--- config.mk ---
export PLATFORM = sky130hd
export DESIGN_NAME = ping_ack_rtt_collector_core_flat
export DESIGN_NICKNAME = d
export VERILOG_FILES = /design/src/hdl/pacrc_pkg.sv /design/src/hdl/pacrc_item_if.sv /design/src/hdl/pacrc_result_if.sv /design/src/hdl/pacrc_cfg_if.sv /design/src/hdl/ping_ack_rtt_collector_core.sv /design/src/hdl/pacrc_engine.sv /design/src/flat_wrapper.sv
export VERILOG_INCLUDE_DIRS = /design/src /design/src/hdl
export SDC_FILE = /design/constraint.sdc
export NUM_CORES = 2
export LEC_CHECK = 0
export ABC_AREA = 1
export BUFFER_PORTS_ARGS = -buffer_cell sky130_fd_sc_hd__buf_2
export CORE_ASPECT_RATIO = 1.5
export CORE_MARGIN = 2
export CORE_UTILIZATION = 37
export DETAILED_ROUTE_END_ITERATION = 8
export SLEW_MARGIN = 20
export SYNTH_ARGS = -nofsm -noshare
export SYNTH_HDL_FRONTEND = slang
export SYNTH_HIERARCHICAL = 1
export SYNTH_SLANG_ARGS = --single-unit
export TNS_END_PERCENT = 30
--- constraint.sdc ---
create_clock -name clk -period 23.8 [get_ports clk]
set_input_delay 4.76 -clock clk [delete_from_list [all_inputs] [get_ports clk]]
set_output_delay 4.76 -clock clk [all_outputs]
set_load 0.02 [all_outputs]
--- src/hdl/ping_ack_rtt_collector_core_macros.svh ---
// Assertion macros shared by the ping/ack round-trip collector RTL.
// Expects signals named clk and rst_n in the scope where a macro is used.
`ifndef PING_ACK_RTT_COLLECTOR_CORE_MACROS_SVH
`define PING_ACK_RTT_COLLECTOR_CORE_MACROS_SVH

// The consequent must hold in the same cycle as the antecedent.
`define PACRC_ASSERT_SAME(lbl, ante, cons, msg) \
    lbl: assert property (@(posedge clk) disable iff (!rst_n) (ante) |-> (cons)) \
        else $error(msg);

// The consequent must hold in the cycle after the antecedent.
`define PACRC_ASSERT_NEXT(lbl, ante, cons, msg) \
    lbl: assert property (@(posedge clk) disable iff (!rst_n) (ante) |=> (cons)) \
        else $error(msg);

`endif

--- src/hdl/pacrc_pkg.sv ---
// Package for the ping/ack round-trip collector: codes, constants and types.
// Used by the engine and the top level; the channel interfaces share its field widths.
`default_nettype none

package pacrc_pkg;

    localparam int MAX_PEERS = 8;
    localparam int SLOT_W    = (MAX_PEERS > 1) ? $clog2(MAX_PEERS) : 1;

    localparam int CFG_IDX_W  = 2;
    localparam int CFG_DATA_W = 24;

    // Input item kinds.
    localparam logic [1:0] KIND_TICK = 2'd0;
    localparam logic [1:0] KIND_PING = 2'd1;
    localparam logic [1:0] KIND_ACK  = 2'd2;
    localparam logic [1:0] KIND_SEND = 2'd3;

    // Result event codes.
    localparam logic [1:0] EV_TX_PING   = 2'd0;
    localparam logic [1:0] EV_TX_ACK    = 2'd1;
    localparam logic [1:0] EV_RTT       = 2'd2;
    localparam logic [1:0] EV_WIN_CLOSE = 2'd3;

    // Configuration register indexes.
    localparam logic [CFG_IDX_W-1:0] REG_NODE_ID     = 2'd0;
    localparam logic [CFG_IDX_W-1:0] REG_TARGET_NODE = 2'd1;
    localparam logic [CFG_IDX_W-1:0] REG_ACK_WINDOW  = 2'd2;
    localparam logic [CFG_IDX_W-1:0] REG_NODE_DELAY  = 2'd3;

    localparam logic [7:0]  NODE_ID_RESET    = 8'd8;
    localparam logic [7:0]  TARGET_RESET     = 8'd0;
    localparam logic [23:0] ACK_WINDOW_RESET = 24'd24000;
    localparam logic [15:0] NODE_DELAY_RESET = 16'd2000;

    localparam logic [31:0] MID_SEED  = 32'hA5A5_0000;
    localparam logic [31:0] MID_STEP  = 32'h0001_0001;
    localparam logic [31:0] MID_RESET = MID_SEED ^ (32'(NODE_ID_RESET) << 16);

    typedef struct packed {
        logic [1:0]  kind;
        logic [7:0]  source_node;
        logic [7:0]  dest_node;
        logic [15:0] seq_number;
        logic [31:0] message_id;
    } item_t;

    typedef struct packed {
        logic [1:0]  event_res;
        logic [7:0]  peer_node;
        logic [15:0] out_seq;
        logic [31:0] out_mid;
        logic [30:0] rtt_ms;
    } res_t;

    typedef struct packed {
        logic [7:0]  node_id;
        logic [7:0]  target_node;
        logic [23:0] window_len;
        logic [15:0] node_delay_ms;
    } cfg_t;

    // What the engine produces for the item it is looking at.
    typedef struct packed {
        logic [1:0] nres;
        res_t       res0;
        res_t       res1;
    } eng_out_t;

endpackage

`default_nettype wire

--- src/hdl/pacrc_item_if.sv ---
// Input channel of the ping/ack round-trip collector: one parsed event per item.
// Depends on pacrc_pkg for nothing but shares its field widths.
`default_nettype none

interface pacrc_item_if;
    logic        valid;
    logic        ready;
    logic [1:0]  kind;
    logic [7:0]  source_node;
    logic [7:0]  dest_node;
    logic [15:0] seq_number;
    logic [31:0] message_id;

    modport source (
        output valid, kind, source_node, dest_node, seq_number, message_id,
        input  ready
    );
    modport sink (
        input  valid, kind, source_node, dest_node, seq_number, message_id,
        output ready
    );
endinterface

`default_nettype wire

--- src/hdl/pacrc_result_if.sv ---
// Output channel of the ping/ack round-trip collector: zero, one or two results per item.
// Field widths follow the result record in pacrc_pkg.
`default_nettype none

interface pacrc_result_if;
    logic        valid;
    logic        ready;
    logic [1:0]  event_res;
    logic [7:0]  peer_node;
    logic [15:0] out_seq;
    logic [31:0] out_mid;
    logic [30:0] rtt_ms;
    logic        last;

    modport source (
        output valid, event_res, peer_node, out_seq, out_mid, rtt_ms, last,
        input  ready
    );
    modport sink (
        input  valid, event_res, peer_node, out_seq, out_mid, rtt_ms, last,
        output ready
    );
endinterface

`default_nettype wire

--- src/hdl/pacrc_cfg_if.sv ---
// Configuration write channel of the ping/ack round-trip collector.
// Carries a register index and write data; widths match pacrc_pkg.
`default_nettype none

interface pacrc_cfg_if;
    logic        valid;
    logic        ready;
    logic [1:0]  index;
    logic [23:0] data;

    modport source (output valid, index, data, input ready);
    modport sink (input valid, index, data, output ready);
endinterface

`default_nettype wire

--- src/hdl/ping_ack_rtt_collector_core.sv ---
// Top level of the ping/ack round-trip collector: channels, config registers,
// input register and result bundle. Depends on pacrc_pkg, the three channel
// interfaces, pacrc_engine and ping_ack_rtt_collector_core_macros.svh.
//
// Usage:
//   items   - sink channel of parsed events (tick, ping, ack, send request).
//   results - source channel of transmit/record/close results; last marks the
//             final result caused by one input item. Items that cause nothing
//             produce no result at all.
//   cfg     - register write channel, always ready; write only while idle.
// Path: an accepted item waits in the input register until it fires; its
//   results are then registered in the result bundle, which drives the
//   results channel.
// Throughput: one item per cycle while the receiver keeps ready high. A tick
//   that both closes the window and releases the delayed ack yields two
//   results; they leave one after another on the single result port, and
//   the next item with results waits until both are taken.
// Reset: all protocol state clears, the message-id counter is seeded from the
//   reset node id, and the registers return to their reset values.
// Stall: while the receiver holds ready low, the result bundle holds; the
//   input register still drains items that cause no result, and then the
//   input side stops accepting until the bundle is taken.
`default_nettype none

`include "ping_ack_rtt_collector_core_macros.svh"

module ping_ack_rtt_collector_core
    import pacrc_pkg::*;
(
    input  wire logic      clk,
    input  wire logic      rst_n,
    pacrc_cfg_if.sink      cfg,
    pacrc_item_if.sink     items,
    pacrc_result_if.source results
);

    cfg_t     cfg_reg;
    logic     in_valid_reg;
    item_t    in_item_reg;
    eng_out_t eng;

    // Result bundle: up to two results from one item, sent one after another.
    res_t     bnd_reg [2];
    logic     out_valid_reg;
    logic     out_idx_reg;
    logic     out_two_reg;

    logic     in_load;
    logic     fire;
    logic     out_last;
    logic     last_pop;
    logic     out_free;
    logic     bnd_load;
    res_t     out_res;

    // Configuration writes land directly in the register file.
    assign cfg.ready = 1'b1;

    always_ff @(posedge clk or negedge rst_n)
    begin
        if (!rst_n)
        begin
            cfg_reg.node_id       <= NODE_ID_RESET;
            cfg_reg.target_node   <= TARGET_RESET;
            cfg_reg.window_len    <= ACK_WINDOW_RESET;
            cfg_reg.node_delay_ms <= NODE_DELAY_RESET;
        end
        else if (cfg.valid)
        begin
            unique case (cfg.index)
                REG_NODE_ID:     cfg_reg.node_id       <= cfg.data[7:0];
                REG_TARGET_NODE: cfg_reg.target_node   <= cfg.data[7:0];
                REG_ACK_WINDOW:  cfg_reg.window_len    <= cfg.data;
                REG_NODE_DELAY:  cfg_reg.node_delay_ms <= cfg.data[15:0];
                default:         cfg_reg <= cfg_reg;
            endcase
        end
    end

    // The item in the input register fires when its results have somewhere to
    // go: the bundle is empty, or is handing over its last result this cycle.
    assign out_last = !out_two_reg || out_idx_reg;
    assign last_pop = out_valid_reg && results.ready && out_last;
    assign out_free = !out_valid_reg || last_pop;
    assign fire     = in_valid_reg && (out_free || eng.nres == 2'd0);
    assign bnd_load = fire && eng.nres != 2'd0;

    assign items.ready = !in_valid_reg || fire;
    assign in_load     = items.valid && items.ready;

    always_ff @(posedge clk or negedge rst_n)
    begin
        if (!rst_n)
        begin
            in_valid_reg <= 1'b0;
        end
        else if (in_load)
        begin
            in_valid_reg <= 1'b1;
        end
        else if (fire)
        begin
            in_valid_reg <= 1'b0;
        end
    end

    always_ff @(posedge clk)
    begin
        if (in_load)
        begin
            in_item_reg.kind        <= items.kind;
            in_item_reg.source_node <= items.source_node;
            in_item_reg.dest_node   <= items.dest_node;
            in_item_reg.seq_number  <= items.seq_number;
            in_item_reg.message_id  <= items.message_id;
        end
    end

    pacrc_engine u_engine (
        .clk   (clk),
        .rst_n (rst_n),
        .fire  (fire),
        .item  (in_item_reg),
        .cfg   (cfg_reg),
        .eng   (eng)
    );

    always_ff @(posedge clk or negedge rst_n)
    begin
        if (!rst_n)
        begin
            out_valid_reg <= 1'b0;
            out_idx_reg   <= 1'b0;
            out_two_reg   <= 1'b0;
        end
        else if (bnd_load)
        begin
            out_valid_reg <= 1'b1;
            out_idx_reg   <= 1'b0;
            out_two_reg   <= (eng.nres == 2'd2);
        end
        else if (last_pop)
        begin
            out_valid_reg <= 1'b0;
            out_idx_reg   <= 1'b0;
        end
        else if (out_valid_reg && results.ready)
        begin
            // First of two results taken; move on to the second.
            out_idx_reg <= 1'b1;
        end
    end

    always_ff @(posedge clk)
    begin
        if (bnd_load)
        begin
            bnd_reg[0] <= eng.res0;
            bnd_reg[1] <= eng.res1;
        end
    end

    assign out_res = bnd_reg[out_idx_reg];

    assign results.valid     = out_valid_reg;
    assign results.event_res = out_res.event_res;
    assign results.peer_node = out_res.peer_node;
    assign results.out_seq   = out_res.out_seq;
    assign results.out_mid   = out_res.out_mid;
    assign results.rtt_ms    = out_res.rtt_ms;
    assign results.last      = out_last;

    // Results of a fired item never overwrite a bundle still being delivered.
    `PACRC_ASSERT_SAME(a_no_overwrite, bnd_load, out_free,
        "result bundle overwritten before delivery")
    // Only a tick can produce two results.
    `PACRC_ASSERT_SAME(a_two_only_tick, in_valid_reg && eng.nres == 2'd2,
        in_item_reg.kind == KIND_TICK, "two results from a non-tick item")
    // The second slot is only pointed at for a two-result bundle.
    `PACRC_ASSERT_SAME(a_idx_in_bundle, out_idx_reg, out_two_reg && out_valid_reg,
        "result index past the bundle")
    // Once the last result is taken and nothing new fired, the output is empty.
    `PACRC_ASSERT_NEXT(a_drain, last_pop && !bnd_load, !out_valid_reg,
        "output still valid after its last result")

endmodule

`default_nettype wire

--- src/hdl/pacrc_engine.sv ---
// Protocol state and per-item decision logic of the ping/ack collector.
// Depends on pacrc_pkg; state advances only when the top level fires an item.
`default_nettype none

module pacrc_engine
    import pacrc_pkg::*;
(
    input  wire logic     clk,
    input  wire logic     rst_n,
    input  wire logic     fire,
    input  wire item_t    item,
    input  wire cfg_t     cfg,
    output eng_out_t      eng
);

    logic [31:0]        time_now_reg,      time_now_next;
    logic               pend_valid_reg,    pend_valid_next;
    logic [31:0]        pend_due_reg,      pend_due_next;
    logic [7:0]         pend_dest_reg,     pend_dest_next;
    logic [15:0]        pend_seq_reg,      pend_seq_next;
    logic [31:0]        pend_mid_reg,      pend_mid_next;
    logic               win_open_reg,      win_open_next;
    logic [31:0]        win_start_reg,     win_start_next;
    logic [31:0]        win_end_reg,       win_end_next;
    logic [15:0]        sent_seq_reg,      sent_seq_next;
    logic [31:0]        sent_mid_reg,      sent_mid_next;
    logic [31:0]        mid_ctr_reg,       mid_ctr_next;
    logic [MAX_PEERS-1:0] seen_reg,        seen_next;

    logic [31:0]        time_inc;
    logic [31:0]        win_diff;
    logic [31:0]        due_diff;
    logic               win_close;
    logic               ack_due;
    logic [7:0]         self_id;
    logic [23:0]        self_delay;
    logic [23:0]        peer_delay;
    logic [31:0]        elapsed;
    logic signed [33:0] rtt_raw;
    logic [30:0]        rtt_val;
    logic               src_in_range;
    logic [SLOT_W-1:0]  slot;
    logic               rtt_hit;
    logic [15:0]        seq_inc;
    logic [31:0]        mid_inc;
    res_t               res_close;
    res_t               res_pend;

    // A moment is reached when the signed difference now - moment is not negative.
    assign time_inc  = time_now_reg + 32'd1;
    assign win_diff  = time_inc - win_end_reg;
    assign due_diff  = time_inc - pend_due_reg;
    assign win_close = win_open_reg && !win_diff[31];
    assign ack_due   = pend_valid_reg && !due_diff[31];

    assign self_id    = (cfg.node_id == 8'd0) ? 8'd1 : cfg.node_id;
    assign self_delay = 24'(self_id) * 24'(cfg.node_delay_ms);
    assign peer_delay = 24'(item.source_node) * 24'(cfg.node_delay_ms);

    // Round trip is the signed elapsed time less the peer's artificial delay.
    assign elapsed = time_now_reg - win_start_reg;
    assign rtt_raw = $signed({{2{elapsed[31]}}, elapsed}) - $signed({10'd0, peer_delay});
    assign rtt_val = (rtt_raw[33] || rtt_raw == 34'sd0) ? 31'd0 : rtt_raw[30:0];

    assign src_in_range = (item.source_node != 8'd0)
                       && (item.source_node <= 8'(MAX_PEERS));
    assign slot    = SLOT_W'(item.source_node - 8'd1);
    assign rtt_hit = win_open_reg && (item.message_id == sent_mid_reg)
                  && src_in_range && !seen_reg[slot];

    assign seq_inc = sent_seq_reg + 16'd1;
    assign mid_inc = mid_ctr_reg + MID_STEP;

    always_comb
    begin
        res_close           = '0;
        res_close.event_res = EV_WIN_CLOSE;
        res_close.out_seq   = sent_seq_reg;
        res_close.out_mid   = sent_mid_reg;

        res_pend            = '0;
        res_pend.event_res  = EV_TX_ACK;
        res_pend.peer_node  = pend_dest_reg;
        res_pend.out_seq    = pend_seq_reg;
        res_pend.out_mid    = pend_mid_reg;
    end

    always_comb
    begin
        time_now_next   = time_now_reg;
        pend_valid_next = pend_valid_reg;
        pend_due_next   = pend_due_reg;
        pend_dest_next  = pend_dest_reg;
        pend_seq_next   = pend_seq_reg;
        pend_mid_next   = pend_mid_reg;
        win_open_next   = win_open_reg;
        win_start_next  = win_start_reg;
        win_end_next    = win_end_reg;
        sent_seq_next   = sent_seq_reg;
        sent_mid_next   = sent_mid_reg;
        mid_ctr_next    = mid_ctr_reg;
        seen_next       = seen_reg;
        eng             = '0;

        unique case (item.kind)
            KIND_TICK:
            begin
                time_now_next = time_inc;
                if (win_close)
                begin
                    win_open_next = 1'b0;
                end
                if (ack_due)
                begin
                    pend_valid_next = 1'b0;
                end
                // The window closing always comes before the delayed ack.
                if (win_close)
                begin
                    eng.res0 = res_close;
                    eng.res1 = res_pend;
                end
                else
                begin
                    eng.res0 = res_pend;
                end
                eng.nres = 2'(win_close) + 2'(ack_due);
            end
            KIND_PING:
            begin
                if (item.dest_node == 8'd0)
                begin
                    // Broadcast: arm (or replace) the single delayed ack.
                    pend_valid_next = 1'b1;
                    pend_dest_next  = item.source_node;
                    pend_seq_next   = item.seq_number;
                    pend_mid_next   = item.message_id;
                    pend_due_next   = time_now_reg + 32'(self_delay);
                end
                else if (item.dest_node == cfg.node_id)
                begin
                    eng.nres           = 2'd1;
                    eng.res0.event_res = EV_TX_ACK;
                    eng.res0.peer_node = item.source_node;
                    eng.res0.out_seq   = item.seq_number;
                    eng.res0.out_mid   = item.message_id;
                end
            end
            KIND_ACK:
            begin
                if (rtt_hit)
                begin
                    seen_next[slot]    = 1'b1;
                    eng.nres           = 2'd1;
                    eng.res0.event_res = EV_RTT;
                    eng.res0.peer_node = item.source_node;
                    eng.res0.out_seq   = sent_seq_reg;
                    eng.res0.out_mid   = sent_mid_reg;
                    eng.res0.rtt_ms    = rtt_val;
                end
            end
            KIND_SEND:
            begin
                sent_seq_next      = seq_inc;
                mid_ctr_next       = mid_inc;
                sent_mid_next      = mid_inc;
                win_open_next      = 1'b1;
                win_start_next     = time_now_reg;
                win_end_next       = time_now_reg + 32'(cfg.window_len);
                seen_next          = '0;
                eng.nres           = 2'd1;
                eng.res0.event_res = EV_TX_PING;
                eng.res0.peer_node = cfg.target_node;
                eng.res0.out_seq   = seq_inc;
                eng.res0.out_mid   = mid_inc;
            end
            default:
            begin
                eng = '0;
            end
        endcase
    end

    always_ff @(posedge clk or negedge rst_n)
    begin
        if (!rst_n)
        begin
            time_now_reg   <= '0;
            pend_valid_reg <= 1'b0;
            pend_due_reg   <= '0;
            pend_dest_reg  <= '0;
            pend_seq_reg   <= '0;
            pend_mid_reg   <= '0;
            win_open_reg   <= 1'b0;
            win_start_reg  <= '0;
            win_end_reg    <= '0;
            sent_seq_reg   <= '0;
            sent_mid_reg   <= '0;
            mid_ctr_reg    <= MID_RESET;
            seen_reg       <= '0;
        end
        else if (fire)
        begin
            time_now_reg   <= time_now_next;
            pend_valid_reg <= pend_valid_next;
            pend_due_reg   <= pend_due_next;
            pend_dest_reg  <= pend_dest_next;
            pend_seq_reg   <= pend_seq_next;
            pend_mid_reg   <= pend_mid_next;
            win_open_reg   <= win_open_next;
            win_start_reg  <= win_start_next;
            win_end_reg    <= win_end_next;
            sent_seq_reg   <= sent_seq_next;
            sent_mid_reg   <= sent_mid_next;
            mid_ctr_reg    <= mid_ctr_next;
            seen_reg       <= seen_next;
        end
    end

endmodule

`default_nettype wire
--- src/flat_wrapper.sv ---
// flat-port wrapper written by rule: the top's interface ports become plain ports
module ping_ack_rtt_collector_core_flat import pacrc_pkg::*;
  (clk, rst_n, cfg_valid, cfg_index, cfg_data, cfg_ready, items_valid, items_kind, items_source_node, items_dest_node, items_seq_number, items_message_id, items_ready, results_valid, results_event_res, results_peer_node, results_out_seq, results_out_mid, results_rtt_ms, results_last, results_ready);
  pacrc_cfg_if cfg_i ();
  pacrc_item_if items_i ();
  pacrc_result_if results_i ();
  input  wire logic clk;
  input  wire logic rst_n;
  input wire logic [$bits(cfg_i.valid)-1:0] cfg_valid;
  input wire logic [$bits(cfg_i.index)-1:0] cfg_index;
  input wire logic [$bits(cfg_i.data)-1:0] cfg_data;
  output wire logic [$bits(cfg_i.ready)-1:0] cfg_ready;
  input wire logic [$bits(items_i.valid)-1:0] items_valid;
  input wire logic [$bits(items_i.kind)-1:0] items_kind;
  input wire logic [$bits(items_i.source_node)-1:0] items_source_node;
  input wire logic [$bits(items_i.dest_node)-1:0] items_dest_node;
  input wire logic [$bits(items_i.seq_number)-1:0] items_seq_number;
  input wire logic [$bits(items_i.message_id)-1:0] items_message_id;
  output wire logic [$bits(items_i.ready)-1:0] items_ready;
  output wire logic [$bits(results_i.valid)-1:0] results_valid;
  output wire logic [$bits(results_i.event_res)-1:0] results_event_res;
  output wire logic [$bits(results_i.peer_node)-1:0] results_peer_node;
  output wire logic [$bits(results_i.out_seq)-1:0] results_out_seq;
  output wire logic [$bits(results_i.out_mid)-1:0] results_out_mid;
  output wire logic [$bits(results_i.rtt_ms)-1:0] results_rtt_ms;
  output wire logic [$bits(results_i.last)-1:0] results_last;
  input wire logic [$bits(results_i.ready)-1:0] results_ready;
  assign cfg_i.valid = cfg_valid;
  assign cfg_i.index = cfg_index;
  assign cfg_i.data = cfg_data;
  assign cfg_ready = cfg_i.ready;
  assign items_i.valid = items_valid;
  assign items_i.kind = items_kind;
  assign items_i.source_node = items_source_node;
  assign items_i.dest_node = items_dest_node;
  assign items_i.seq_number = items_seq_number;
  assign items_i.message_id = items_message_id;
  assign items_ready = items_i.ready;
  assign results_valid = results_i.valid;
  assign results_event_res = results_i.event_res;
  assign results_peer_node = results_i.peer_node;
  assign results_out_seq = results_i.out_seq;
  assign results_out_mid = results_i.out_mid;
  assign results_rtt_ms = results_i.rtt_ms;
  assign results_last = results_i.last;
  assign results_i.ready = results_ready;
  ping_ack_rtt_collector_core u_core (.clk(clk), .rst_n(rst_n), .cfg(cfg_i), .items(items_i), .results(results_i));
endmodule
### Word level (Yosys, flattened, before mapping)

Memory sizes are Yosys's and may differ from the RTL's.
Index checks and enable logic that the tools add are counted.

| storage, ports and cells | value |
|---|---|
| word-level logic and storage cells | 134 |
| output and inout bits | 93 |
| flip-flop bits (word level) | 400 |
| memory bits (writable) | 178 |
| memories kept | 1 |
| input bits | 97 |

| operators by class | value |
|---|---|
| reduce and logical (&&, ||, !) cells | 47 |
| mux-type cells | 30 |
| equality and inequality tests | 13 |
| $add $sub $neg | 11 |
| bitwise operators | 1 |
| order comparisons | 3 |
| $mul | 2 |

Memories:

| name | depth | width | read ports | clocked after Yosys merged registers in | wr ports | line | RTL |
|---|---|---|---|---|---|---|---|
| u_core.bnd_reg | 2 | 89 | 1 | 0 | 2 | ping_ack_rtt_collector_core.sv:43 | `res_t bnd_reg [2];` |

Operators by type and width:

| kind | count |
|---|---|
| $pmux 60 s4 | 1 |
| $mux 89 | 2 |
| $mux 59 | 2 |
| $sub 32x32->32 | 3 |
| $mux 90 | 1 |
| $mux 88 | 1 |
| $add 32x24->32 | 2 |
| $pmux 31 s2 | 1 |
| $mul 8x16->24 | 2 |
| $logic_not 34->1 | 1 |
| $sub 32x25->33 | 1 |
| $add 32x1->32 const B | 1 |
| $add 32x17->32 const B | 1 |
| $eq 32x32->1 | 1 |
| $mux 31 | 1 |
| $add 16x1->16 const B | 1 |
| $logic_not 8->1 | 2 |
| $mux 8 | 2 |
| $pmux 8 s2 | 1 |
| $mux 1 | 14 |
| $logic_and 1x1->1 | 12 |
| $reduce_and 2->1 | 6 |
| $reduce_bool 2->1 | 6 |
| $eq 2x2->1 const B | 5 |
| 19 further kinds | 37 |

### Longest topological paths before layout

| logic depth | value |
|---|---|
| depth after elaboration | 13 |
| depth in mapped cells | 43 |
| gate-level depth less buffers | 41 |

### Modules after synthesis

Netlist, hierarchy kept.

By module, submodules not included:

| module | cells each | sequential area each (um^2) | area each (um^2) | times used |
|---|---|---|---|---|
| pacrc_engine | 4658 | 6292.3 | 31004.7 | 1 |
| ping_ack_rtt_collector_core | 770 | 8846.0 | 10821.6 | 1 |

### Least setup slack after synthesis

OpenSTA, ideal clock, no wires.

| timing path | value |
|---|---|
| kind | input-to-output |
| from | in results_ready |
| to | out items_ready |
| setup slack | 13.849 ns |
| data required time | 19.040 ns |
| buffers on the path | 0 |
| stages | 4 |
| data arrival time | 5.191 ns |
| path through | nand2_1 > inv_1 > nand2_1 > nand4_1 |

| between the ends | value |
|---|---|
| word-level cells in the longest chain between the ends | 6 |

RTL lines:

| element | line | RTL |
|---|---|---|
| start: declaration | flat_wrapper.sv:27 | `input wire logic [$bits(results_i.ready)-1:0] results_ready;` |
| $logic_and 1x1->1 (2 in a row) | ping_ack_rtt_collector_core.sv:83 | `assign last_pop = out_valid_reg && results.ready && out_last;` |
| $logic_or 1x1->1 | ping_ack_rtt_collector_core.sv:84 | `assign out_free = !out_valid_reg \|\| last_pop;` |
| $logic_or 1x1->1 | ping_ack_rtt_collector_core.sv:85 | `assign fire = in_valid_reg && (out_free \|\| eng.nres == 2'd0);` |
| $logic_and 1x1->1 | ping_ack_rtt_collector_core.sv:85 |  |
| $logic_or 1x1->1 | ping_ack_rtt_collector_core.sv:88 | `assign items.ready = !in_valid_reg \|\| fire;` |
| end: declaration | flat_wrapper.sv:19 | `output wire logic [$bits(items_i.ready)-1:0] items_ready;` |

Every way passes these cells.

==> results.toml <==
[synth]
async_flop_share_pct = 56.0
syn_area_per_cell_um2 = 7.71
syn_inst = 5428
netlist_area_um2 = 41800
synth-edff-count = 244
synth-main-ff-cell = "dfrtp_1"
yosysSeqAreaShare_pct = 36.2
synth_cell_types = 60
synth_seq_cells = 555
synth_warnings = 6

[flow_run]
maxCapViolCount = 0

[place]
gp_congestion = 0.934
placed_cell_area_um2 = 44000
pre_cts_ws_ps = 12720
place_inst = 6925
hpwl_mm = 104
numPortBuffers = 188

[cts]
ctsHoldBuffers = 0
clock_path_buffers = 3
cts_setup_buffers = 0
cts_tree = "done"
root_buffer = "clkbuf_16"
clk_latency_ps = 660
post_cts_resize_count = 0
cts_sinks = 555
htree_levels = 2
clkTransAtPathRegs_ps = 60
numCtsBuffers = 58

[routing]
finalWirelength_mm = 135
wl_met3_mm = 4.93
num_vias = 35200
wl_per_cell_um = 19.2
dr_wl_met2_mm = 71.3
wl_met1_mm = 51.3
top_layer_used = "met4"
via_per_inst = 5.00
drtAntennaViolNets = 0
drc = 0
first_pass_iters = 6
dr.first_iter.drc_count = 2119

[floorplanning]
io_pins = 190
coreArea_um2 = 113000
rows = 151
die_h_um = 416
dieArea_um2 = 116000
die-width_um = 279
initial_core_util_pct = 37.1

[status]
outcome = "completed"

[setup_path]
cpLargestDelayFamily = "simple AND/OR/NAND/NOR gates"
cp.depth = 33
crit_buf_inv = 5
start_kind = "flop"
crit_type = "reg -> out"
cp_common_cell = "nand2_1"
cp.arrival_ps = 6880
crit_required_ps = 19040
worstPathMaxFanout = 65
crit_path_end_kind = "output port"
reg2reg_depth = 40
crit_path_top_delay_cell = "buf_4"
cpPeakStageDelay_ps = 620

[final_layout]
final_common_cell = "nand2_1"
final_util_pct = 41.0
finalNetCount = 6060
fillers = 11600
layoutNonFillerInstCount = 7035
final_cell_mix = "nand2_1, inv_1, o21ai_0"
final_layout_size_suffix_gt1_share_pct = 8.87
final-seq-area_um2 = 15100
multi_input_area_um2 = 22200
largest_reg_flops = 178
areaGrowthSynthToFinish_pct = 10.2
postLayoutCellArea_um2 = 46100
diodes = 0

[timing]
finalSetupTns_ps = 0
fin_hold_ws_ps = 471
relSlewSlack_pct = 24.9
worstMarginPinSlew_ps = 1130
finClkSkew_ps = 42.4
finalCritPeriodShare_pct = 48.9
drv_slew = 0
fin_ws_ps = 12160
min_period_ps = 11640
hold_violations = 0
rsz0062_at_grt = "no"
max_freq_ghz = 0.0859
finalSetupViolCount = 0

[global_route]
grt_max_degree = 146
grtUsageTotal_pct = 23.2
grt_overflow = 0
grt_pass1_wl_mm = 206
grt_pass1_vias = 35500
antenna_found_initial = 4

[power]
power_density_nw_per_um2 = 159
ir_drop_v = 0.000146
leakagePower_nw = 23.1
total_power_mw = 7.32

[min_path]
hold_class = "reg -> reg"
hold_depth = 2
cell usage after synthesis, types with 15 or more instances:
master	number	area (um2)
xor2_1	92	806
ha_1	238	2980
dfrtp_1	288	7210
nor2_2	31	194
xnor2_1	36	315
buf_2	15	75.1
dfstp_2	23	604
nor3_1	68	340
a21oi_1	182	911
clkbuf_1	144	541
nor4_1	20	125
inv_1	929	3490
buf_4	44	330
nor2_1	319	1200
or2_2	31	194
o22ai_1	33	206
o21ai_1	18	90.1
edfxtp_1	244	7330
nand4_1	79	494
fa_1	193	3860
o21ai_2	16	140
nand2_1	1652	6200
o21bai_1	20	150
nand3_1	227	1140
o21ai_0	316	1580
worst register-to-register path, delay by kind of cell, from the launching register on:
kind / cells / cell delay (ps)
buffers and inverters: 8 / 3600
adder cells (fa/ha/maj): 3 / 980
AO/OA/AOI/OAI: 2 / 480
flip-flops: 1 / 500
AND/OR/NAND/NOR: 27 / 3780
where the power goes:
part / total (mW) / switching, mW / internal, mW
Clock: 1.01 / 0.416 / 0.596
Sequential: 1.37 / 0.167 / 1.20
Combinational: 4.94 / 3.33 / 1.61
Total: 7.32 / 3.92 / 3.40
worst paths after layout:
path | from | endpoint | slack [ps]
worst max-delay path | u_core/u_engine/time_now_reg[0]$_DFFE_PN0P_ | items_ready | 12160
worst min-delay path | u_core/u_engine/pend_dest_reg[7]$_DFFE_PN0P_ | u_core/u_engine/pend_dest_reg[7]$_DFFE_PN0P_ | 470
worst max register to register | u_core/u_engine/time_now_reg[0]$_DFFE_PN0P_ | u_core/u_engine/win_end_reg[24]$_DFFE_PN0P_ | 14350
worst min register to register | u_core/u_engine/pend_dest_reg[7]$_DFFE_PN0P_ | u_core/u_engine/pend_dest_reg[7]$_DFFE_PN0P_ | 470
max in group asynchronous | rst_n | u_core/u_engine/pend_seq_reg[10]$_DFFE_PN0P_ | 18070
min in group asynchronous | rst_n | u_core/cfg_reg[39]$_DFFE_PN0P_ | 4180
logic make-up (layout without fill, tap and decap cells):
group | after synthesis | after routing | share of synthesized area, %
DFF | 555 | 555 | 36.2
buffers and inverters | 1169 | 1292 | 11.2
other | 2 | 33 | 0.0180
adders and majority gates | 431 | 431 | 16.4
AOI/OAI and AO/OA | 665 | 665 | 8.93
and+or+nand+nor | 2478 | 2478 | 24.6
xor gates and xnor gates | 128 | 128 | 2.68
layer usage:
metal | vias up | track usage (%)
met3 | 297 | 2.08
li1 | 17200 | -
met5 | - | 0
met1 | 16700 | 25.5
met2 | 927 | 44.0
met4 | 0 | 11.7
cell type report:
class                           instances  area share [%]
Multi-Input combinational cell       3735            48.1
Sequential cell                       555            32.8
Inverter                              946            7.73
Tap cell                             1453            3.94
Clock buffer                           74            3.45
Timing Repair Buffer                  236            2.87
Clock inverter                         36            1.11
Note: power is estimated with default switching activity, not from simulation.
